--- config.mk ---
export PLATFORM = sky130hd
export DESIGN_NAME = char_lcd_i2c_sequencer
export DESIGN_NICKNAME = d
export VERILOG_FILES = /design/src/rtl/core/cls_pkg.sv /design/src/rtl/core/char_lcd_i2c_sequencer.sv /design/src/rtl/core/cls_ram.sv
export SDC_FILE = /design/constraint.sdc
export NUM_CORES = 1
export LEC_CHECK = 0
export BUFFER_PORTS_ARGS = -buffer_cell sky130_fd_sc_hd__buf_2
export CAP_MARGIN = 20
export CORE_UTILIZATION = 40
export CTS_BUF_LIST = sky130_fd_sc_hd__clkbuf_8
export CTS_CLUSTER_DIAMETER = 120
export DETAILED_ROUTE_END_ITERATION = 7
export HOLD_SLACK_MARGIN = 0.12
export PLACE_DENSITY = 0.52
export SLEW_MARGIN = 20
export SYNTH_ARGS = -nofsm -noshare
export SYNTH_HDL_FRONTEND = slang
export SYNTH_HIERARCHICAL = 1
export SYNTH_SLANG_ARGS = --single-unit
--- constraint.sdc ---
create_clock -name clk_i -period 14 [get_ports clk_i]
set_clock_uncertainty 0.15 [all_clocks]
set_input_delay 0.7 -clock clk_i [delete_from_list [all_inputs] [get_ports clk_i]]
set_output_delay 0.7 -clock clk_i [all_outputs]
set_load 0.02 [all_outputs]
--- src/rtl/core/cls_pkg.sv ---
package cls_pkg;

  // Default geometry of the character frame
  localparam int unsigned COLUMNS_DEF = 16;
  localparam int unsigned ROWS_DEF    = 2;

  // Number of LCD init commands before the ready step
  localparam logic [3:0] INIT_STEPS = 4'd11;

  // Request kinds
  typedef enum logic [2:0] {
    KIND_START   = 3'd0,
    KIND_PROCEED = 3'd1,
    KIND_WRITE   = 3'd2,
    KIND_FLUSH   = 3'd3,
    KIND_COLOUR  = 3'd4
  } kind_e;

  // Configuration register indexes
  typedef enum logic [2:0] {
    REG_CONTRAST_LOW  = 3'd0,
    REG_CONTRAST_HIGH = 3'd1,
    REG_FIRST_DELAY   = 3'd2,
    REG_BURST_SIZE    = 3'd3,
    REG_CHUNK_DELAY   = 3'd4,
    REG_CMD_CONTROL   = 3'd5,
    REG_RGB_PRESENT   = 3'd6,
    REG_BACKLIGHT     = 3'd7
  } reg_e;

  // Result targets
  typedef enum logic [1:0] {
    TGT_LCD = 2'd0,
    TGT_RGB = 2'd1,
    TGT_EVT = 2'd2
  } target_e;

  // Sequence mode, one-hot
  typedef enum logic [4:0] {
    MODE_IDLE  = 5'b00001,
    MODE_INIT  = 5'b00010,
    MODE_READY = 5'b00100,
    MODE_POS   = 5'b01000,
    MODE_DATA  = 5'b10000
  } mode_e;

  // Byte source select of a microcode step
  typedef enum logic [2:0] {
    BSEL_CONST = 3'd0,
    BSEL_CTRL  = 3'd1,
    BSEL_CMD   = 3'd2,
    BSEL_RED   = 3'd3,
    BSEL_GREEN = 3'd4,
    BSEL_BLUE  = 3'd5,
    BSEL_FB    = 3'd6,
    BSEL_ZERO  = 3'd7
  } bsel_e;

  // Sequencing op of a microcode step
  typedef enum logic [1:0] {
    OP_NEXT = 2'd0,
    OP_END  = 2'd1,
    OP_LOOP = 2'd2
  } op_e;

  // One control word: every step emits one result
  typedef struct packed {
    op_e         op;
    target_e     tgt;
    bsel_e       bsel;
    logic [7:0]  konst;
    logic        eot;
    logic        fin;
  } uword_t;

  localparam int unsigned UA_W = 5;

  // Program entry points
  localparam logic [UA_W-1:0] UA_RGB  = 5'd0;
  localparam logic [UA_W-1:0] UA_COL  = 5'd6;
  localparam logic [UA_W-1:0] UA_CMD  = 5'd12;
  localparam logic [UA_W-1:0] UA_DATA = 5'd14;
  localparam logic [UA_W-1:0] UA_EVT  = 5'd16;

  function automatic uword_t uw(op_e op, target_e tgt, bsel_e bsel, logic [7:0] k,
                                logic eot, logic fin);
    uword_t w;
    w.op    = op;
    w.tgt   = tgt;
    w.bsel  = bsel;
    w.konst = k;
    w.eot   = eot;
    w.fin   = fin;
    return w;
  endfunction

  // Microcode ROM. On a loop step, eot and fin apply to the final pass only.
  function automatic uword_t ucode(logic [UA_W-1:0] a);
    uword_t w;
    unique case (a)
      // backlight chip init: mode1, mode2, output control
      UA_RGB:          w = uw(OP_NEXT, TGT_RGB, BSEL_CONST, 8'h00, 1'b0, 1'b0);
      UA_RGB + 5'd1:   w = uw(OP_NEXT, TGT_RGB, BSEL_CONST, 8'h00, 1'b1, 1'b0);
      UA_RGB + 5'd2:   w = uw(OP_NEXT, TGT_RGB, BSEL_CONST, 8'h01, 1'b0, 1'b0);
      UA_RGB + 5'd3:   w = uw(OP_NEXT, TGT_RGB, BSEL_CONST, 8'h05, 1'b1, 1'b0);
      UA_RGB + 5'd4:   w = uw(OP_NEXT, TGT_RGB, BSEL_CONST, 8'h08, 1'b0, 1'b0);
      UA_RGB + 5'd5:   w = uw(OP_END,  TGT_RGB, BSEL_CONST, 8'hAA, 1'b1, 1'b1);
      // backlight colour: red, green, blue PWM registers
      UA_COL:          w = uw(OP_NEXT, TGT_RGB, BSEL_CONST, 8'h04, 1'b0, 1'b0);
      UA_COL + 5'd1:   w = uw(OP_NEXT, TGT_RGB, BSEL_RED,   8'h00, 1'b1, 1'b0);
      UA_COL + 5'd2:   w = uw(OP_NEXT, TGT_RGB, BSEL_CONST, 8'h03, 1'b0, 1'b0);
      UA_COL + 5'd3:   w = uw(OP_NEXT, TGT_RGB, BSEL_GREEN, 8'h00, 1'b1, 1'b0);
      UA_COL + 5'd4:   w = uw(OP_NEXT, TGT_RGB, BSEL_CONST, 8'h02, 1'b0, 1'b0);
      UA_COL + 5'd5:   w = uw(OP_END,  TGT_RGB, BSEL_BLUE,  8'h00, 1'b1, 1'b1);
      // LCD command: control byte, command byte
      UA_CMD:          w = uw(OP_NEXT, TGT_LCD, BSEL_CTRL,  8'h00, 1'b0, 1'b0);
      UA_CMD + 5'd1:   w = uw(OP_END,  TGT_LCD, BSEL_CMD,   8'h00, 1'b1, 1'b1);
      // LCD data burst: data control byte, then characters
      UA_DATA:         w = uw(OP_NEXT, TGT_LCD, BSEL_CONST, 8'h40, 1'b0, 1'b0);
      UA_DATA + 5'd1:  w = uw(OP_LOOP, TGT_LCD, BSEL_FB,    8'h00, 1'b1, 1'b1);
      // event only result
      UA_EVT:          w = uw(OP_END,  TGT_EVT, BSEL_ZERO,  8'h00, 1'b0, 1'b1);
      default:         w = uw(OP_END,  TGT_EVT, BSEL_ZERO,  8'h00, 1'b0, 1'b1);
    endcase
    return w;
  endfunction

  // LCD init command for each step
  function automatic logic [7:0] init_cmd(logic [3:0] idx, logic [3:0] clow,
                                          logic [1:0] chigh);
    logic [7:0] c;
    unique case (idx)
      4'd0:    c = 8'h38;
      4'd1:    c = 8'h39;
      4'd2:    c = 8'h14;
      4'd3:    c = {4'h7, clow};
      4'd4:    c = {6'b010111, chigh};
      4'd5:    c = 8'h6C;
      4'd6:    c = 8'h38;
      4'd7:    c = 8'h0C;
      4'd8:    c = 8'h01;
      4'd9:    c = 8'h06;
      default: c = 8'h02;
    endcase
    return c;
  endfunction

  // Delay after each init command; a zero first delay becomes 1 ms
  function automatic logic [7:0] init_dly(logic [3:0] idx, logic [7:0] first);
    logic [7:0] d;
    unique case (idx)
      4'd0:    d = (first == 8'd0) ? 8'd1 : first;
      4'd5:    d = 8'd220;
      4'd8:    d = 8'd3;
      default: d = 8'd2;
    endcase
    return d;
  endfunction

endpackage

--- src/rtl/core/char_lcd_i2c_sequencer.sv ---
// Character LCD sequencer. Keeps a ROWS x COLUMNS frame buffer (reset to
// spaces) and turns requests into bus bytes for a two-wire LCD and an
// optional RGB backlight chip, plus delay requests and ready/flush events.
// A request is taken when start is high and busy is low. A small microcode
// program then runs one step per clock, each step producing one result, and
// busy stays high until the last step (results per request: one LCD command
// 2, backlight init or colour 6, a data burst chunk + 1, at most 17 with
// 16-character bursts). Write-char, ignored and silent requests finish
// in the accept cycle. Results come out of an output register in the cycle
// after their step, each shown for one cycle with strobe_o high; the
// receiver cannot stall them. The frame buffer lives in a RAM with a
// registered read, so data bursts read one character per cycle. The config
// port is always ready and must only be written while the block is idle.
module char_lcd_i2c_sequencer #(
  parameter int unsigned COLUMNS = cls_pkg::COLUMNS_DEF,
  parameter int unsigned ROWS    = cls_pkg::ROWS_DEF
) (
  input  logic        clk_i,
  input  logic        rst_ni,
  // request channel
  input  logic        start,
  output logic        busy,
  input  logic [2:0]  kind_i,
  input  logic [3:0]  column_i,
  input  logic        line_i,
  input  logic [7:0]  char_code_i,
  input  logic [7:0]  red_i,
  input  logic [7:0]  green_i,
  input  logic [7:0]  blue_i,
  // configuration write channel
  input  logic        cfg_valid_i,
  output logic        cfg_ready_o,
  input  logic [2:0]  cfg_index_i,
  input  logic [23:0] cfg_data_i,
  // results
  output logic        strobe_o,
  output logic [1:0]  target_o,
  output logic [7:0]  bus_byte_o,
  output logic        end_of_transfer_o,
  output logic [7:0]  delay_ms_o,
  output logic        ready_event_o,
  output logic        flush_done_o,
  output logic        last_o
);

  localparam int unsigned FB_DEPTH = ROWS * COLUMNS;
  localparam int unsigned FB_AW    = $clog2(FB_DEPTH);
  localparam int unsigned SENT_W   = $clog2(COLUMNS + 1);
  localparam int unsigned ROW_W    = $clog2(ROWS + 1);
  localparam int unsigned CW       = (SENT_W > 5) ? SENT_W : 5;
  localparam int unsigned BMAX     = (COLUMNS < 16) ? COLUMNS : 16;

  // ---------------------------------------------------------------------
  // Configuration registers
  // ---------------------------------------------------------------------
  logic [3:0]  contrast_low_q;
  logic [1:0]  contrast_high_q;
  logic [7:0]  first_delay_q;
  logic [4:0]  burst_size_q;
  logic [7:0]  chunk_delay_q;
  logic        cmd_control_q;
  logic        rgb_present_q;
  logic [23:0] backlight_q;

  assign cfg_ready_o = 1'b1;

  always_ff @(posedge clk_i or negedge rst_ni) begin
    if (!rst_ni) begin
      contrast_low_q  <= 4'd8;
      contrast_high_q <= 2'd2;
      first_delay_q   <= 8'd40;
      burst_size_q    <= 5'd16;
      chunk_delay_q   <= 8'd1;
      cmd_control_q   <= 1'b1;
      rgb_present_q   <= 1'b1;
      backlight_q     <= 24'h102040;
    end else if (cfg_valid_i && cfg_ready_o) begin
      unique case (cfg_index_i)
        cls_pkg::REG_CONTRAST_LOW:  contrast_low_q  <= cfg_data_i[3:0];
        cls_pkg::REG_CONTRAST_HIGH: contrast_high_q <= cfg_data_i[1:0];
        cls_pkg::REG_FIRST_DELAY:   first_delay_q   <= cfg_data_i[7:0];
        cls_pkg::REG_BURST_SIZE:    burst_size_q    <= cfg_data_i[4:0];
        cls_pkg::REG_CHUNK_DELAY:   chunk_delay_q   <= cfg_data_i[7:0];
        cls_pkg::REG_CMD_CONTROL:   cmd_control_q   <= cfg_data_i[0];
        cls_pkg::REG_RGB_PRESENT:   rgb_present_q   <= cfg_data_i[0];
        cls_pkg::REG_BACKLIGHT:     backlight_q     <= cfg_data_i;
        default: ;
      endcase
    end
  end

  // ---------------------------------------------------------------------
  // State
  // ---------------------------------------------------------------------
  cls_pkg::mode_e        mode_q, mode_d;
  logic [3:0]            init_idx_q, init_idx_d;
  logic [ROW_W-1:0]      row_q, row_d;
  logic [SENT_W-1:0]     sent_q, sent_d;
  logic                  dirty_q, dirty_d;
  logic                  run_q, run_d;
  logic [cls_pkg::UA_W-1:0] pc_q, pc_d;
  logic [4:0]            cnt_q, cnt_d;
  logic [7:0]            cmd_q, cmd_d;
  logic [7:0]            dly_q, dly_d;
  logic                  rdy_q, rdy_d;
  logic                  fdone_q, fdone_d;
  logic [23:0]           rgb_q, rgb_d;
  logic [FB_AW-1:0]      rd_ptr_q, rd_ptr_d;
  logic [FB_DEPTH-1:0]   fb_valid_q;
  logic                  rvalid_q;

  // output register
  logic       strobe_q, strobe_d;
  logic [1:0] target_q, target_d;
  logic [7:0] byte_q, byte_d;
  logic       eot_q, eot_d;
  logic [7:0] delay_q, delay_d;
  logic       rdyev_q, rdyev_d;
  logic       done_q, done_d;
  logic       last_q, last_d;

  logic accept;
  assign busy   = run_q;
  assign accept = start && !busy;

  // ---------------------------------------------------------------------
  // Frame buffer write path
  // ---------------------------------------------------------------------
  logic             fb_we;
  logic [FB_AW-1:0] fb_waddr;
  logic [7:0]       fb_wdata;
  logic [7:0]       fb_rdata;

  assign fb_we = accept && (kind_i == cls_pkg::KIND_WRITE)
                 && (32'(line_i) < ROWS) && (32'(column_i) < COLUMNS);
  assign fb_waddr = FB_AW'(32'(line_i) * COLUMNS + 32'(column_i));
  assign fb_wdata = (char_code_i >= 8'h20 && char_code_i <= 8'h7E) ? char_code_i : 8'h3F;

  cls_ram #(
    .WIDTH (8),
    .DEPTH (FB_DEPTH)
  ) u_fb_ram (
    .clk_i   (clk_i),
    .we_i    (fb_we),
    .waddr_i (fb_waddr),
    .wdata_i (fb_wdata),
    .raddr_i (rd_ptr_q),
    .rdata_o (fb_rdata)
  );

  // ---------------------------------------------------------------------
  // Dispatch helpers
  // ---------------------------------------------------------------------
  logic [ROW_W-1:0] pos_row;
  logic [2:0]       pos_row3;
  logic [6:0]       row_addr;
  logic [CW-1:0]    blen, left, chunk, sent_new;
  logic [FB_AW-1:0] base;
  logic [ROW_W-1:0] row_next;

  // flush request starts at row 0, a proceed in position mode uses row_q
  assign pos_row  = (mode_q == cls_pkg::MODE_POS) ? row_q : '0;
  assign pos_row3 = 3'(pos_row);
  assign row_addr = (pos_row3[0] ? 7'h40 : 7'h00) + (pos_row3[1] ? 7'(COLUMNS) : 7'h00);

  // burst clamped to 1..min(16, COLUMNS), then to what is left of the row
  always_comb begin
    if (burst_size_q == 5'd0) begin
      blen = CW'(1);
    end else if (CW'(burst_size_q) > CW'(BMAX)) begin
      blen = CW'(BMAX);
    end else begin
      blen = CW'(burst_size_q);
    end
  end
  assign left     = CW'(COLUMNS) - CW'(sent_q);
  assign chunk    = (blen < left) ? blen : left;
  assign sent_new = CW'(sent_q) + chunk;
  assign base     = FB_AW'(32'(row_q) * COLUMNS + 32'(sent_q));
  assign row_next = row_q + ROW_W'(1);

  // ---------------------------------------------------------------------
  // Microcode step and dispatch
  // ---------------------------------------------------------------------
  cls_pkg::uword_t w;
  logic            loop_last, fin_eff, eot_eff;

  assign w         = cls_pkg::ucode(pc_q);
  assign loop_last = (cnt_q == 5'd1);
  assign fin_eff   = w.fin && ((w.op != cls_pkg::OP_LOOP) || loop_last);
  assign eot_eff   = w.eot && ((w.op != cls_pkg::OP_LOOP) || loop_last);

  always_comb begin
    mode_d     = mode_q;
    init_idx_d = init_idx_q;
    row_d      = row_q;
    sent_d     = sent_q;
    dirty_d    = dirty_q;
    run_d      = run_q;
    pc_d       = pc_q;
    cnt_d      = cnt_q;
    cmd_d      = cmd_q;
    dly_d      = dly_q;
    rdy_d      = rdy_q;
    fdone_d    = fdone_q;
    rgb_d      = rgb_q;
    rd_ptr_d   = rd_ptr_q;

    strobe_d = 1'b0;
    target_d = target_q;
    byte_d   = byte_q;
    eot_d    = eot_q;
    delay_d  = delay_q;
    rdyev_d  = rdyev_q;
    done_d   = done_q;
    last_d   = last_q;

    if (run_q) begin
      // execute one step: one result
      strobe_d = 1'b1;
      target_d = w.tgt;
      eot_d    = eot_eff;
      last_d   = fin_eff;
      delay_d  = fin_eff ? dly_q : 8'd0;
      rdyev_d  = fin_eff && rdy_q;
      done_d   = fin_eff && fdone_q;
      unique case (w.bsel)
        cls_pkg::BSEL_CONST: byte_d = w.konst;
        cls_pkg::BSEL_CTRL:  byte_d = cmd_control_q ? 8'h80 : 8'h00;
        cls_pkg::BSEL_CMD:   byte_d = cmd_q;
        cls_pkg::BSEL_RED:   byte_d = rgb_q[23:16];
        cls_pkg::BSEL_GREEN: byte_d = rgb_q[15:8];
        cls_pkg::BSEL_BLUE:  byte_d = rgb_q[7:0];
        cls_pkg::BSEL_FB:    byte_d = rvalid_q ? fb_rdata : 8'h20;
        default:             byte_d = 8'h00;
      endcase

      // step the read pointer while the burst still needs characters
      if (pc_q == cls_pkg::UA_DATA
          || (pc_q == cls_pkg::UA_DATA + 5'd1 && !loop_last)) begin
        rd_ptr_d = rd_ptr_q + FB_AW'(1);
      end

      // sequencing
      unique case (w.op)
        cls_pkg::OP_NEXT: pc_d = pc_q + 5'd1;
        cls_pkg::OP_LOOP: begin
          cnt_d = cnt_q - 5'd1;
          if (loop_last) begin
            run_d = 1'b0;
          end
        end
        default: run_d = 1'b0;
      endcase
    end else if (accept) begin
      fdone_d = 1'b0;
      rdy_d   = 1'b0;
      dly_d   = 8'd0;
      case (kind_i)
        cls_pkg::KIND_START: begin
          init_idx_d = 4'd0;
          mode_d     = cls_pkg::MODE_INIT;
          dly_d      = 8'd5;
          pc_d       = rgb_present_q ? cls_pkg::UA_RGB : cls_pkg::UA_EVT;
          run_d      = 1'b1;
        end
        cls_pkg::KIND_PROCEED: begin
          unique case (mode_q)
            cls_pkg::MODE_INIT: begin
              if (init_idx_q >= cls_pkg::INIT_STEPS) begin
                // init done: report ready and send the backlight colour if the chip is present
                init_idx_d = 4'd0;
                mode_d     = cls_pkg::MODE_READY;
                rgb_d      = backlight_q;
                rdy_d      = 1'b1;
                pc_d       = rgb_present_q ? cls_pkg::UA_COL : cls_pkg::UA_EVT;
              end else begin
                cmd_d      = cls_pkg::init_cmd(init_idx_q, contrast_low_q, contrast_high_q);
                dly_d      = cls_pkg::init_dly(init_idx_q, first_delay_q);
                init_idx_d = init_idx_q + 4'd1;
                pc_d       = cls_pkg::UA_CMD;
              end
              run_d = 1'b1;
            end
            cls_pkg::MODE_POS: begin
              cmd_d  = {1'b1, row_addr};
              sent_d = '0;
              mode_d = cls_pkg::MODE_DATA;
              pc_d   = cls_pkg::UA_CMD;
              run_d  = 1'b1;
            end
            cls_pkg::MODE_DATA: begin
              if (row_q >= ROW_W'(ROWS) || sent_q >= SENT_W'(COLUMNS)) begin
                mode_d = cls_pkg::MODE_IDLE;
              end else begin
                rd_ptr_d = base;
                cnt_d    = 5'(chunk);
                sent_d   = SENT_W'(sent_new);
                pc_d     = cls_pkg::UA_DATA;
                run_d    = 1'b1;
                if (sent_new >= CW'(COLUMNS)) begin
                  row_d = row_next;
                  if (row_next >= ROW_W'(ROWS)) begin
                    mode_d  = cls_pkg::MODE_IDLE;
                    dirty_d = 1'b0;
                    fdone_d = 1'b1;
                  end else begin
                    mode_d = cls_pkg::MODE_POS;
                  end
                end else begin
                  dly_d = chunk_delay_q;
                end
              end
            end
            default: ;
          endcase
        end
        cls_pkg::KIND_WRITE: begin
          if (fb_we) begin
            dirty_d = 1'b1;
          end
        end
        cls_pkg::KIND_FLUSH: begin
          if (dirty_q && (mode_q == cls_pkg::MODE_IDLE || mode_q == cls_pkg::MODE_READY)) begin
            row_d  = '0;
            cmd_d  = {1'b1, row_addr};
            sent_d = '0;
            mode_d = cls_pkg::MODE_DATA;
            pc_d   = cls_pkg::UA_CMD;
            run_d  = 1'b1;
          end
        end
        cls_pkg::KIND_COLOUR: begin
          if (rgb_present_q) begin
            rgb_d = {red_i, green_i, blue_i};
            pc_d  = cls_pkg::UA_COL;
            run_d = 1'b1;
          end
        end
        default: ;
      endcase
    end
  end

  // ---------------------------------------------------------------------
  // Registers
  // ---------------------------------------------------------------------
  always_ff @(posedge clk_i or negedge rst_ni) begin
    if (!rst_ni) begin
      mode_q     <= cls_pkg::MODE_IDLE;
      init_idx_q <= 4'd0;
      row_q      <= '0;
      sent_q     <= '0;
      dirty_q    <= 1'b0;
      run_q      <= 1'b0;
      pc_q       <= '0;
      cnt_q      <= 5'd0;
      rd_ptr_q   <= '0;
      rdy_q      <= 1'b0;
      fdone_q    <= 1'b0;
      strobe_q   <= 1'b0;
      fb_valid_q <= '0;
    end else begin
      mode_q     <= mode_d;
      init_idx_q <= init_idx_d;
      row_q      <= row_d;
      sent_q     <= sent_d;
      dirty_q    <= dirty_d;
      run_q      <= run_d;
      pc_q       <= pc_d;
      cnt_q      <= cnt_d;
      rd_ptr_q   <= rd_ptr_d;
      rdy_q      <= rdy_d;
      fdone_q    <= fdone_d;
      strobe_q   <= strobe_d;
      if (fb_we) begin
        fb_valid_q[fb_waddr] <= 1'b1;
      end
    end
  end

  // payload registers
  always_ff @(posedge clk_i) begin
    cmd_q    <= cmd_d;
    dly_q    <= dly_d;
    rgb_q    <= rgb_d;
    rvalid_q <= fb_valid_q[rd_ptr_q];
    target_q <= target_d;
    byte_q   <= byte_d;
    eot_q    <= eot_d;
    delay_q  <= delay_d;
    rdyev_q  <= rdyev_d;
    done_q   <= done_d;
    last_q   <= last_d;
  end

  assign strobe_o          = strobe_q;
  assign target_o          = target_q;
  assign bus_byte_o        = byte_q;
  assign end_of_transfer_o = eot_q;
  assign delay_ms_o        = delay_q;
  assign ready_event_o     = rdyev_q;
  assign flush_done_o      = done_q;
  assign last_o            = last_q;

endmodule

--- src/rtl/core/cls_ram.sv ---
// Simple dual-port RAM, one write and one registered read per cycle
module cls_ram #(
  parameter int unsigned WIDTH = 8,
  parameter int unsigned DEPTH = 32
) (
  input  logic                     clk_i,
  input  logic                     we_i,
  input  logic [$clog2(DEPTH)-1:0] waddr_i,
  input  logic [WIDTH-1:0]         wdata_i,
  input  logic [$clog2(DEPTH)-1:0] raddr_i,
  output logic [WIDTH-1:0]         rdata_o
);

  logic [WIDTH-1:0] mem_q [DEPTH];
  logic [WIDTH-1:0] rdata_q;

  always_ff @(posedge clk_i) begin
    if (we_i) begin
      mem_q[waddr_i] <= wdata_i;
    end
    rdata_q <= mem_q[raddr_i];
  end

  assign rdata_o = rdata_q;

endmodule

======== Yosys cells after proc, flatten, opt, wreduce, memory -nomap -nowiden ========
Memory sizes are Yosys's and may differ from the RTL's. A register that Yosys moved wholly into a read port is not among the register bits.
Cells that the tools add are included.
storage, ports and cells
  register bits after elaboration ......... 184
  memories kept ........................... 2
  memory bits (read-only) ................. 512
  bits in writable memories ............... 256
cells by class
  bitwise logic cells ..................... 2
  muxes and demuxes ....................... 98
  equality and inequality tests ........... 60
  order comparisons ....................... 12
  reductions and logical operators ........ 53
  $add $sub $neg .......................... 10
memories
  memory            depth  width  read ports  clocked after memory_dff  write ports  RTL line        RTL
  (name not given)  32     16     1           0                         0            cls_pkg.sv:100  unique case (a)
  u_fb_ram.mem_q    32     8      1           1                         1            cls_ram.sv:14   logic [WIDTH-1:0] mem_q [DEPTH];
operators by type and width
  operator              number
  $mux W5               31
  $mux W24              3
  $mux W8               9
  $pmux W8 S2           4
  $pmux W7 S9           1
  $pmux W8 S7           1
  $pmux W24 S2          1
  $pmux W5 S3           3
  $or A32 B32 Y32       1
  $eq A3 B3 Y1 const B  8
  $mux W1               24
  $pmux W8 S3           1
  $reduce_and A7 Y1     3
  $ne A2 B2 Y1 const B  10
  $pmux W5 S2           2
  $pmux W5 S4           1
  $eq A3 B2 Y1 const B  6
  $ne A3 B3 Y1 const B  6
  $reduce_and A2 Y1     9
  $reduce_and A6 Y1     3
  $eq A4 B3 Y1 const B  4
  $eq A5 B4 Y1 const B  3
  $reduce_bool A2 Y1    7
  $lt A5 B6 Y1 const B  2
  other kinds (54)      92

======== Depth between registers and ports, before layout ========
  depth after elaboration ................. 11
  depth in mapped cells ................... 20
  depth with buffers taken out ............ 20

======== Cells and area by module ========
Netlist, hierarchy kept.
by module, submodules not included
  module                  cells an instance  area each (um^2)  instances  sequential area each (um^2)
  cls_ram                 417                10053.4           1          7847.5
  char_lcd_i2c_sequencer  799                9422.8            1          4924.7

======== Worst setup path after synthesis ========
No wires, ideal clock.
  path type ............................... reg2reg
  from .................................... register sent_q[0]
  to ...................................... register mode_q[4]
  library setup time ...................... 0.131 ns
  slack ................................... 9.359 ns
  stages on the path, launching flop included .. 21
  arrival ................................. 4.360 ns
  path buffers ............................ 0
  required time ........................... 13.719 ns
  path through ............................ dfrtp_1 -> inv_1 -> ha_1 -> nor3b_1 -> ha_1 -> inv_1 -> ha_1 -> o21ai_0 -> o21bai_1 -> nor2_1 -> nor2_1 -> a21oi_1 -> inv_1 -> ha_1 -> fa_1 -> a211o_1 -> a21oi_1 -> nor3_1 -> a221oi_4 -> nor4_4 -> or3_1
on the way
  cells in the longest elaborated chain, start to end .. 7
  elaborated cells between the ends (all ways) .. 12
  those cells by class .................... add/sub (2); order compare (3); eq/ne (1); mux (4); reduce/logical (2)
ends and longest elaborated chain
  item                                RTL line                       RTL
  from (decl)                         char_lcd_i2c_sequencer.sv:98   logic [SENT_W-1:0] sent_q, sent_d;
  from (signal assigned)              char_lcd_i2c_sequencer.sv:367  sent_q <= sent_d;
  $sub A5 B5 Y5                       char_lcd_i2c_sequencer.sv:176  assign left = CW'(COLUMNS) - CW'(sent_q);
  $lt A5 B5 Y1                        char_lcd_i2c_sequencer.sv:177  assign chunk = (blen < left) ? blen : left;
  $mux W5                             char_lcd_i2c_sequencer.sv:177
  $add A5 B5 Y5                       char_lcd_i2c_sequencer.sv:178  assign sent_new = CW'(sent_q) + chunk;
  $ge A5 B5 Y1                        char_lcd_i2c_sequencer.sv:301  if (sent_new >= CW'(COLUMNS)) begin
  $ne A4 B4 Y1 (no source line)       n/a
  $reduce_and A7 Y1 (no source line)  n/a
  to (signal assigned)                char_lcd_i2c_sequencer.sv:350  mode_q <= cls_pkg::MODE_IDLE;
  to (signal assigned)                char_lcd_i2c_sequencer.sv:364  mode_q <= mode_d;
  to (decl)                           char_lcd_i2c_sequencer.sv:95   cls_pkg::mode_e mode_q, mode_d;
Parallel ways exist; a longest one is shown, timed or not.
A chain may end at the register's enable or synchronous reset.

======== Final worst setup path ========
  from .................................... register sent_q[0]
  to ...................................... register dly_q[4], data pin
on the way
  cells in the longest elaborated chain, start to end .. 9
  elaborated cells between the ends (all ways) .. 11
  those cells by class .................... add/sub (2); order compare (3); mux (5); reduce/logical (1)
ends and longest elaborated chain
  item                  RTL line                       RTL
  $sub A5 B5 Y5         char_lcd_i2c_sequencer.sv:176
  $lt A5 B5 Y1          char_lcd_i2c_sequencer.sv:177
  $mux W5               char_lcd_i2c_sequencer.sv:177
  $add A5 B5 Y5         char_lcd_i2c_sequencer.sv:178
  $ge A5 B5 Y1          char_lcd_i2c_sequencer.sv:301
  $mux W8               char_lcd_i2c_sequencer.sv:301
  $mux W8 *             char_lcd_i2c_sequencer.sv:293  if (row_q >= ROW_W'(ROWS) || sent_q >= SENT_W'(COLUMNS)) begin
  $pmux W8 S2 *         char_lcd_i2c_sequencer.sv:268  unique case (mode_q)
  $pmux W8 S2 *         char_lcd_i2c_sequencer.sv:259  case (kind_i)
  to (signal assigned)  char_lcd_i2c_sequencer.sv:385  dly_q <= dly_d;
  to (decl)             char_lcd_i2c_sequencer.sv:104  logic [7:0] dly_q, dly_d;
Every way passes the cells marked *; elsewhere a longest branch is shown, timed or not.

==> results_dict.tcl <==
set metrics [dict create \
    status "finished, final reports clean" \
    grt_pass1_wl_mm 70.9 \
    finalSetupViolCount 0 \
    multi_input_area_mm2 0.00648 \
    slew_violations 0 \
    cellPowerDensity_mw_per_mm2 161 \
    grt_overflow 0 \
    grtUsageTotal_pct 19.0 \
    std_cell_rows 80 \
    initial_core_util_pct 40.7 \
    ys_async_sr_fraction_pct 27.0 \
    rr_endpoint "dly_q[4]" \
    yosysTopAreaCellShare_pct 49.0 \
    ios 96 \
    final_common_cell "edfxtp_1" \
    die_width_um 223 \
    ys_ff_latch 448 \
    cp-start-kind "register" \
    fin_crit_sh_pct 38.1 \
    clkSinkCount 448 \
    p_leak_nw 8.13 \
    endpoint "dly_q[4]" \
    wl_per_cell_um 22.1 \
    yosysSeqAreaShare_pct 65.6 \
    synth.area.top_cells "edfxtp_1 (49%), dfrtp_1 (14%), mux4_2 (10%), mux2_2 (5.3%), dfstp_2 (1.6%)" \
    worstSetupEndpointType "register" \
    drc 0 \
    layout-drive-gt1-share_pct 30.0 \
    antenna_found_initial 0 \
    final_nets 1493 \
    yosysTopAreaCell "edfxtp_1" \
    max_freq_mhz 188 \
    cp-startpoint "sent_q[0]" \
    yosys_warnings 6 \
    drt-pass1-iter-count 7 \
    syn-cell-area_mm2 0.0195 \
    crit_type "reg2reg" \
    syn_area_per_cell_um2 16.0 \
    drt_iter0_markers 852 \
    regArea_mm2 0.0128 \
    grt_max_degree 67 \
    insertion_delay_ps 640 \
    grt_pass1_vias 11600 \
    die-area_mm2 0.0496 \
    cp.required_ps 14330 \
    rsz0062_at_grt "false" \
    r2r_cells 20 \
    port_buffers 94 \
    worstMarginPinSlew_ps 1080 \
    htreeDepth 3 \
    numCtsBuffers 78 \
    crit_path_max_fanout 9 \
    fin_tns_setup_ps 0 \
    final_cell_mix "edfxtp_1 (318), dfrtp_1 (106), buf_2 (93)" \
    routabilityCongestion 0.835 \
    utilization_pct 46.8 \
    clockRootBuffer "clkbuf_8" \
    core_area_mm2 0.0478 \
    slew_headroom_pct 27.7 \
    clockBufferDepth 3 \
    ys.flop_type "edfxtp_1" \
    irDropWorstVdd_mv 0.0852 \
    vias 11300 \
    synth.distinct_cells 80 \
    arrival_ps 5660 \
    post-dp-hpwl_mm 29.6 \
    n_fill_cell 4217 \
    synthToLayoutAreaGrowth_pct 14.9 \
    synth_edf_count 318 \
    clk_pin_slew_ps 60 \
    hp-class "in2reg" \
    wl_mm 45.9 \
    viasPerCell 5.43 \
    detail-route-antenna-nets 0 \
    die_h_um 223 \
    r2r_start "sent_q[0]" \
    period_needed_ps 5330 \
    hold_violations 0 \
    post-cts-setup-buffers 0 \
    drv_cap 0 \
    synthCells 1216 \
    cts_tree "yes" \
    rrSetupSlack_ps 8670 \
]
==> worst min-delay path by stage <==
stage                   startpoint               to  slack, ps  cells after the start
floorplan                   rst_ni   backlight_q[0]        250                      0
global route        cfg_data_i[17]  backlight_q[17]        140                      2
global placement    fb_valid_q[11]   fb_valid_q[11]        300                      1
CTS                 cfg_data_i[17]  backlight_q[17]        120                      2
finish              cfg_data_i[17]  backlight_q[17]        170                      2
detailed placement  fb_valid_q[13]   fb_valid_q[13]        310                      1
==> critical path: stages, from the launching register on <==
cell and delay [ps]:
dfrtp_1 480, inv_1 120, ha_1 180, nor3b_1 260
ha_1 290, inv_1 100, ha_1 250, o21ai_0 80
o21bai_1 140, nor2_1 490, nor2_1 80, a21oi_1 190
inv_1 60, ha_1 210, fa_1 440, a211oi_1 300
nor3_1 110, nor3_1 290, a221oi_4 180, nor4_4 580
o2bb2ai_1 180
==> registers in the layout (all words and copies together) (netlist names), 2 cells and up <==
register	cells
u_fb_ram/mem_q	256
fb_valid_q	32
backlight_q	24
rgb_q	24
bus_byte_o	8
chunk_delay_q	8
cmd_q	8
delay_ms_o	8
dly_q	8
first_delay_q	8
u_fb_ram/rdata_o	8
burst_size_q	5
cnt_q	5
mode_q	5
pc_q	5
rd_ptr_q	5
sent_q	5
contrast_low_q	4
init_idx_q	4
contrast_high_q	2
row_q	2
target_o	2
==> cell families after synthesis <==
kind of cell / synth area share (%)
muxes: 16.0
xor gates and xnor gates: 0.315
other: 0.0386
buffers and inverters: 1.88
DFF: 65.6
AOI/OAI and AO/OA: 7.20
adders and majority gates: 1.64
and+or+nand+nor: 7.32
==> cells in the mapped netlist, types with 24 or more instances <==
| library cell | n |
|---|---|
| edfxtp_1 | 318 |
| mux4_2 | 90 |
| o21ai_0 | 35 |
| a21oi_1 | 31 |
| inv_1 | 25 |
| mux2_2 | 91 |
| o21bai_1 | 33 |
| clkbuf_1 | 30 |
| nor2_1 | 74 |
| dfrtp_1 | 109 |
| ha_1 | 24 |
| nand2_1 | 50 |
==> layout make-up <==
type,count,area share (%)
clock buffer,91,5.59
timing repair buffer,128,3.43
antenna,1,0.0112
sequential,448,57.1
inverter,26,0.436
clock inverter,54,1.03
tap,615,3.44
multi-input combinational,715,29.0
==> per-stage QoR <==
| step | setup slack, ps | instance area (µm²) | std cells | hold WS, ps | total power, mW |
|---|---|---|---|---|---|
| 6_report | 8670 | 22400 | 2078 | 172 | 3.61 |
| 5_1_grt | 8260 | 22400 | 2077 | 139 | 3.80 |
| 4_1_cts | 8650 | 22400 | 2077 | 124 | 3.65 |
| 3_5_place_dp | 8670 | 20700 | 1916 | 309 | 2.51 |
| 3_3_place_gp | 8790 | 20700 | 1916 | 302 | 2.51 |
| 2_1_floorplan | 9360 | 19600 | 1247 | 254 | 2.25 |
==> report_power, final <==
group / switching [mW] / leakage [nW] / total, mW / internal (mW)
Combinational: 0.450 / 2.83 / 0.791 / 0.341
Sequential: 0.124 / 4.43 / 1.70 / 1.58
Clock: 0.528 / 0.863 / 1.12 / 0.593
Total: 1.10 / 8.13 / 3.61 / 2.51
==> timing repair <==
item                      in CTS  in global routing
resized for setup              0                  0
hold endpoints to repair      70                  0
hold buffers                  16                  0
==> routing by layer <==
| layer | GRT usage [%] | part of all wire, % | wire length (µm) | vias to the layer above |
|---|---|---|---|---|
| li1 | - | - | - | 5142 |
| met4 | 6.65 | 1.8 | 847 | 0 |
| met2 | 29.8 | 48 | 21900 | 259 |
| met5 | 0 | 0 | 0 | - |
| met1 | 26.7 | 46 | 21100 | 5824 |
| met3 | 3.33 | 4.3 | 1990 | 64 |
(Power assumes the default switching activity.)
